$ cat config.mk
export PLATFORM = sky130hd
export DESIGN_NAME = rgb_to_hsl_packed
export DESIGN_NICKNAME = d
export VERILOG_FILES = /design/src/rtl/rth_pkg.sv /design/src/rtl/rth_div.sv /design/src/rtl/rgb_to_hsl_packed.sv
export SDC_FILE = /design/constraint.sdc
export NUM_CORES = 2
export LEC_CHECK = 0
export BUFFER_PORTS_ARGS = -buffer_cell sky130_fd_sc_hd__buf_2
export CAP_MARGIN = 20
export CORE_AREA = 2 2 486 488
export CTS_CLUSTER_SIZE = 24
export DETAILED_ROUTE_END_ITERATION = 8
export DIE_AREA = 0 0 488 490
export PLACE_DENSITY = 0.49
export REMOVE_ABC_BUFFERS = 1
export SLEW_MARGIN = 10
export SYNTH_ARGS = -nofsm -noshare
export SYNTH_HDL_FRONTEND = slang
export SYNTH_SLANG_ARGS = --single-unit
$ cat constraint.sdc
create_clock -name clk_i -period 28 [get_ports clk_i]
set_input_delay 1.4 -clock clk_i [delete_from_list [all_inputs] [get_ports clk_i]]
set_output_delay 1.4 -clock clk_i [all_outputs]
set_load 0.05 [all_outputs]
$ cat src/rtl/rth_pkg.sv
// Package for the RGB to HSL converter: shared widths and the stage control struct.
// No dependencies.
package rth_pkg;

  localparam int unsigned PixW = 24;
  localparam int unsigned ChW  = 8;
  localparam int unsigned QW   = 19;

  typedef struct packed {
    logic valid;
  } stg_t;

endpackage

$ cat src/rtl/rth_div.sv
// Restoring divider: one quotient bit per pipeline stage, unsigned, with side-band tag.
// Depends on rth_pkg.
module rth_div #(
  parameter int unsigned NumW = 17,
  parameter int unsigned DenW = 10,
  parameter int unsigned TagW = 8
) (
  input  logic            clk_i,
  input  logic            rst_ni,
  input  logic            en_i,
  input  logic            valid_i,
  input  logic [NumW-1:0] num_i,
  input  logic [DenW-1:0] den_i,
  input  logic [TagW-1:0] tag_i,
  output logic            valid_o,
  output logic [NumW-1:0] quo_o,
  output logic [TagW-1:0] tag_o
);
  import rth_pkg::*;

  logic               vld_q [1:NumW];
  logic [NumW-1:0]    num_q [1:NumW];
  logic [DenW:0]      rem_q [1:NumW];
  logic [DenW-1:0]    den_q [1:NumW];
  logic [TagW-1:0]    tag_q [1:NumW];

  for (genvar k = 0; k < NumW; k++) begin : g_st
    logic            vin;
    logic [NumW-1:0] nin;
    logic [DenW:0]   rin;
    logic [DenW-1:0] din;
    logic [TagW-1:0] tin;
    logic [DenW+1:0] sh;
    logic [DenW+1:0] df;
    if (k == 0) begin : g_first
      assign vin = valid_i;
      assign nin = num_i;
      assign rin = '0;
      assign din = den_i;
      assign tin = tag_i;
    end else begin : g_next
      assign vin = vld_q[k];
      assign nin = num_q[k];
      assign rin = rem_q[k];
      assign din = den_q[k];
      assign tin = tag_q[k];
    end
    always_comb begin
      sh = {rin, nin[NumW-1]};
      df = sh - {2'b00, din};
    end
    always_ff @(posedge clk_i or negedge rst_ni) begin
      if (!rst_ni) vld_q[k+1] <= 1'b0;
      else if (en_i) vld_q[k+1] <= vin;
    end
    always_ff @(posedge clk_i) begin
      if (en_i) begin
        den_q[k+1] <= din;
        tag_q[k+1] <= tin;
        if (!df[DenW+1]) begin
          rem_q[k+1] <= df[DenW:0];
          num_q[k+1] <= {nin[NumW-2:0], 1'b1};
        end else begin
          rem_q[k+1] <= sh[DenW:0];
          num_q[k+1] <= {nin[NumW-2:0], 1'b0};
        end
      end
    end
  end

  assign valid_o = vld_q[NumW];
  assign quo_o   = num_q[NumW];
  assign tag_o   = tag_q[NumW];
endmodule

$ cat src/rtl/rgb_to_hsl_packed.sv
// RGB to HSL converter, top level. Throughput one pixel per cycle while not stalled.
// Stage 1: min/max and hue branch; stage 2: divider operands; 19 divider stages;
// final stage: clamp, sign, pack. Stall freezes the whole pipeline.
// Reset (async, active low) clears valid bits only; no kept state.
// Depends on rth_pkg and rth_div.
module rgb_to_hsl_packed (
  input  logic                      clk_i,
  input  logic                      rst_ni,
  input  logic                      valid_i,
  output logic                      stall_o,
  input  logic [rth_pkg::PixW-1:0]  rgb_pixel_i,
  output logic                      valid_o,
  input  logic                      stall_i,
  output logic signed [8:0]         hue_value_o,
  output logic [7:0]                sat_value_o,
  output logic [7:0]                light_value_o,
  output logic [7:0]                luminance_value_o,
  output logic signed [8:0]         chroma_value_o,
  output logic signed [16:0]        packed_hsl16_o
);
  import rth_pkg::*;

  logic en;
  assign en      = !(valid_o && stall_i);
  assign stall_o = !en;

  // stage 1
  logic [7:0] r, g, b, mx, mn;
  logic [1:0] br;
  always_comb begin
    r = rgb_pixel_i[23:16]; g = rgb_pixel_i[15:8]; b = rgb_pixel_i[7:0];
    mx = r; mn = r;
    if (g > mx) mx = g;
    if (b > mx) mx = b;
    if (g < mn) mn = g;
    if (b < mn) mn = b;
    br = (r == mx) ? 2'd0 : ((g == mx) ? 2'd1 : 2'd2);
  end

  stg_t s1_q;
  logic [7:0] d1_q;
  logic [8:0] sum1_q;
  logic signed [11:0] num1_q;
  always_ff @(posedge clk_i or negedge rst_ni) begin
    if (!rst_ni) s1_q.valid <= 1'b0;
    else if (en) s1_q.valid <= valid_i;
  end
  always_ff @(posedge clk_i) begin
    if (en) begin
      d1_q   <= mx - mn;
      sum1_q <= {1'b0, mx} + {1'b0, mn};
      case (br)
        2'd0: num1_q <= $signed({4'b0, g}) - $signed({4'b0, b});
        2'd1: num1_q <= $signed({3'b0, mx - mn, 1'b0}) + $signed({4'b0, b})
                        - $signed({4'b0, r});
        default: num1_q <= $signed({2'b0, mx - mn, 2'b0}) + $signed({4'b0, r})
                        - $signed({4'b0, g});
      endcase
    end
  end

  // stage 2: operands. hue uses |256*num| / 6d, sat uses 256d / den; chroma |num|/6
  logic [9:0] sden;
  logic [10:0] anum;
  always_comb begin
    sden = sum1_q[8] ? (10'd512 - {1'b0, sum1_q}) : {1'b0, sum1_q};
    anum = num1_q[11] ? 11'(-num1_q) : num1_q[10:0];
  end

  stg_t s2_q;
  logic [QW-1:0] hn_q, sn_q;
  logic [10:0] hd_q;
  logic [9:0] sd_q;
  logic [10:0] cn_q;
  logic neg2_q, z2_q;
  logic [8:0] sum2_q;
  logic [7:0] d2_q;
  always_ff @(posedge clk_i or negedge rst_ni) begin
    if (!rst_ni) s2_q.valid <= 1'b0;
    else if (en) s2_q.valid <= s1_q.valid;
  end
  always_ff @(posedge clk_i) begin
    if (en) begin
      hn_q   <= QW'({anum, 8'b0});
      hd_q   <= 11'({d1_q, 2'b0}) + 11'({d1_q, 1'b0});
      sn_q   <= QW'({d1_q, 8'b0});
      sd_q   <= (sden == 10'd0) ? 10'd1 : sden;
      cn_q   <= anum;
      neg2_q <= num1_q[11];
      z2_q   <= (d1_q == 8'd0);
      sum2_q <= sum1_q;
      d2_q   <= d1_q;
    end
  end

  localparam int unsigned TagW = 1 + 1 + 9 + 8 + 11;
  logic hv, sv;
  logic [QW-1:0] hq, sq;
  logic [TagW-1:0] htag, stag_unused;
  logic [TagW-1:0] tag_in;
  assign tag_in = {neg2_q, z2_q, sum2_q, d2_q, cn_q};

  rth_div #(.NumW(QW), .DenW(11), .TagW(TagW)) u_hdiv (
    .clk_i, .rst_ni, .en_i(en), .valid_i(s2_q.valid), .num_i(hn_q), .den_i(hd_q),
    .tag_i(tag_in), .valid_o(hv), .quo_o(hq), .tag_o(htag));
  rth_div #(.NumW(QW), .DenW(10), .TagW(TagW)) u_sdiv (
    .clk_i, .rst_ni, .en_i(en), .valid_i(s2_q.valid), .num_i(sn_q), .den_i(sd_q),
    .tag_i(tag_in), .valid_o(sv), .quo_o(sq), .tag_o(stag_unused));

  // final stage
  logic neg, z;
  logic [8:0] sum;
  logic [7:0] dd, light, sat, s;
  logic [10:0] cn;
  logic [7:0] cq;
  logic signed [8:0] hue, chroma, hq4;
  always_comb begin
    {neg, z, sum, dd, cn} = htag;
    light = sum[8:1];
    sat = z ? 8'd0 : ((sq > QW'(255)) ? 8'd255 : sq[7:0]);
    // divide by 6 via 683/4096, exact for the numerator range
    cq = 8'(({9'b0, cn} * 20'd683) >> 12);
    hue = z ? 9'sd0 : (neg ? -$signed({1'b0, hq[7:0]}) : $signed(hq[8:0]));
    chroma = z ? 9'sd0 : (neg ? -$signed({1'b0, cq}) : $signed({1'b0, cq}));
    s = sat;
    if (light > 8'd179) s = s >> 1;
    if (light > 8'd192) s = s >> 1;
    if (light > 8'd217) s = s >> 1;
    if (light > 8'd243) s = s >> 1;
    hq4 = (hue < 0) ? -((-hue) >>> 2) : (hue >>> 2);
  end

  logic vo_q;
  always_ff @(posedge clk_i or negedge rst_ni) begin
    if (!rst_ni) vo_q <= 1'b0;
    else if (en) vo_q <= hv & sv;
  end
  always_ff @(posedge clk_i) begin
    if (en) begin
      hue_value_o       <= hue;
      chroma_value_o    <= chroma;
      sat_value_o       <= sat;
      light_value_o     <= light;
      luminance_value_o <= z ? 8'd1 : dd;
      packed_hsl16_o    <= 17'(hq4 * 1024) + 17'({s[7:5], 7'b0}) + 17'(light[7:1]);
    end
  end
  assign valid_o = vo_q;
endmodule
==> results_dict.tcl <==
set metrics [dict create \
    status "finished, final reports clean" \
    fmax_mhz 115.9 \
    fin_nets 6592 \
    critPathKind "primary input to flop" \
    dieArea_sq_um 239100 \
    cts.sinks 1792 \
    place_area_sq_um 86030 \
    htreeDepth 4 \
    yosysSeqAreaShare 0.6583 \
    firstDrtPassIters 5 \
    syn_inst 5705 \
    grt_pass1_wl_mm 232.8 \
    drt_iter0_drc 2209 \
    overflow 0 \
    slowest_stage "or2_1" \
    nFillCells 21666 \
    netlist_area_sq_um 81580 \
    ioPinCount 89 \
    cp_slowest_stage_delay_ps 750 \
    worstSetupEndpointType "flop" \
    cts_resized 0 \
    post_cts_buffers 0 \
    path_clk_slew_ps 60 \
    antenna_found_initial 2 \
    setup_violations 0 \
    ys_types 67 \
    cpMostUsedCell "a21oi_1" \
    cts_root_buf "clkbuf_16" \
    start_util 0.3485 \
    cts_hold_repair.buffers 0 \
    tritoncts "yes" \
    grt_pass1_vias 45170 \
    grtUsageTotal 0.1194 \
    grt_max_degree 89 \
    tightest_slew_ps 1099 \
    cp.arrival_ps 9150 \
    detail_route.vias_per_cell 4.623 \
    rsz0062_at_grt "false" \
    gp_congestion 0.7788 \
    hold_class "flop to flop" \
    syn_area_per_cell_sq_um 14.30 \
    slew_headroom 0.2677 \
    synth-seq-cells 1792 \
    post-route-min-period_ps 8631 \
    cts_max_path_buffers 3 \
    postRouteAntennaNets 0 \
    final_common_cell "edfxtp_1" \
    yosysWarnings 0 \
    crit_fanout 24 \
    fin_crit_sh 0.3083 \
    dp_hpwl_mm 96.83 \
    drv_cap 0 \
    rows 178 \
    layout_common_cells "edfxtp_1, inv_1, ha_1, nand2_1, o21ai_0" \
    slew_viol_final 0 \
    design_area_sq_um 92670 \
    remaining_drc_errors 0 \
    vias 43027 \
    numCtsBuffers 197 \
    skew_ps 31.02 \
    clk_latency_ps 810 \
    cp.required_ps 28520 \
    core_sq_um 234100 \
    synth_edf_count 1770 \
    area_delta_synth_final_pct 13.59 \
    async_reset_ff_frac 0.01228 \
    io_buffers 88 \
    wl_per_cell_um 15.24 \
    synth_ff_type "edfxtp_1" \
    drive_gt1_frac 0.1217 \
    die_x_um 488 \
    start_kind "primary input" \
    wirelength_mm 141.8 \
    die_height_um 490 \
    hold_viol 0 \
]
-- final timing paths --
| check | startpoint | end | slack, ps | cells past startpoint |
|---|---|---|---|---|
| max | rgb_pixel_i[15] | num1_q[9] | 19370 | 32 |
| max reg2reg | u_hdiv.tag_q[0][571] | chroma_value_o[7] | 22390 | 17 |
| min reg2reg | u_sdiv.num_q[18][16] | u_sdiv.num_q[19][17] | 400 | 0 |
| min in group asynchronous | rst_ni | u_hdiv.g_st[2].vin | 550 | 1 |
| max in group asynchronous | rst_ni | u_hdiv.g_st[7].vin | 27100 | 1 |
| min | u_sdiv.num_q[18][16] | u_sdiv.num_q[19][17] | 400 | 0 |
-- routing by layer --
metal	part of all wire	GRT usage
met1	0.44	0.1476
met2	0.49	0.2071
met3	0.035	0.02271
met4	0.030	0.04188
met5	0	0
-- final cells by class --
class	instances	area, sq um	share of cell area
clock buffers	240	5238	0.05652
multi-input cells	3238	25260	0.2726
inverters	604	2270	0.02449
diodes	1	2.502	0.00002700
repair buffers	153	984.7	0.01063
well taps	3150	3941	0.04253
clock inverters	130	1264	0.01364
flip-flops and latches	1792	53700	0.5795
-- critical path, delay by kind of cell --
family | cells | cell delay (ps)
xor+xnor | 2 | 620
compound gates | 11 | 2060
simple gates | 7 | 1990
mux | 1 | 160
buf+inv | 5 | 750
fa+ha+maj | 6 | 2110
-- cells by family after synthesis --
kind of cell / after synthesis / share of synthesized area
buffers and inverters: 675 / 0.03229
other: 1 / 0.00004597
AOI/OAI and AO/OA: 929 / 0.06975
DFF: 1792 / 0.6583
xor gates and xnor gates: 278 / 0.02985
and+or+nand+nor: 1101 / 0.06669
adders and majority gates: 578 / 0.09583
muxes: 351 / 0.04727
-- per-stage QoR --
stage	setup TNS, ps	utilization	worst slack (ps)	instances	hold slack (ps)
CTS	0	0.3953	19400	9297	391.9
global placement	0	0.3673	18560	8921	400.3
finish	0	0.3959	19370	9308	400.1
floorplan	-4979080	-	-11760	5634	400.3
global route	0	0.3959	18880	9308	396.5
detailed placement	0	0.3676	18560	8927	404.5
-- state kept, by name (all words and copies together) (netlist names), 12 cells and up --
register,flops
u_hdiv.g_st.vin,14
num1_q,12
u_sdiv.den_q,180
u_hdiv.rem_q,209
u_hdiv.tag_q,551
u_sdiv.rem_q,198
u_hdiv.den_q,162
u_hdiv.num_q,100
u_sdiv.num_q,242
-- synthesized netlist by cell type (26+ instances only) --
cell,n,share of area
xor2_1,107,0.011
nor2b_1,126,0.0097
nand3_1,82,0.0050
ha_1,500,0.077
edfxtp_1,1770,0.65
nand2_1,287,0.013
mux2_2,272,0.038
mux2i_1,77,0.0094
or4_1,39,0.0036
xnor2_1,171,0.018
o21ai_0,282,0.017
fa_1,78,0.019
a31oi_1,36,0.0028
clkbuf_1,26,0.0012
inv_1,603,0.028
buf_2,29,0.0018
or3_1,64,0.0049
nor2_1,222,0.010
and2_1,54,0.0041
a211oi_1,69,0.0063
o21ai_1,42,0.0026
a21o_1,80,0.0074
a21boi_0,75,0.0069
o31ai_1,42,0.0039
a21oi_1,219,0.013
nand2b_1,43,0.0033
nor3_1,124,0.0076
Power is not shown: default switching activity piles up to over one toggle a cycle in this logic, so the estimate is an artifact.
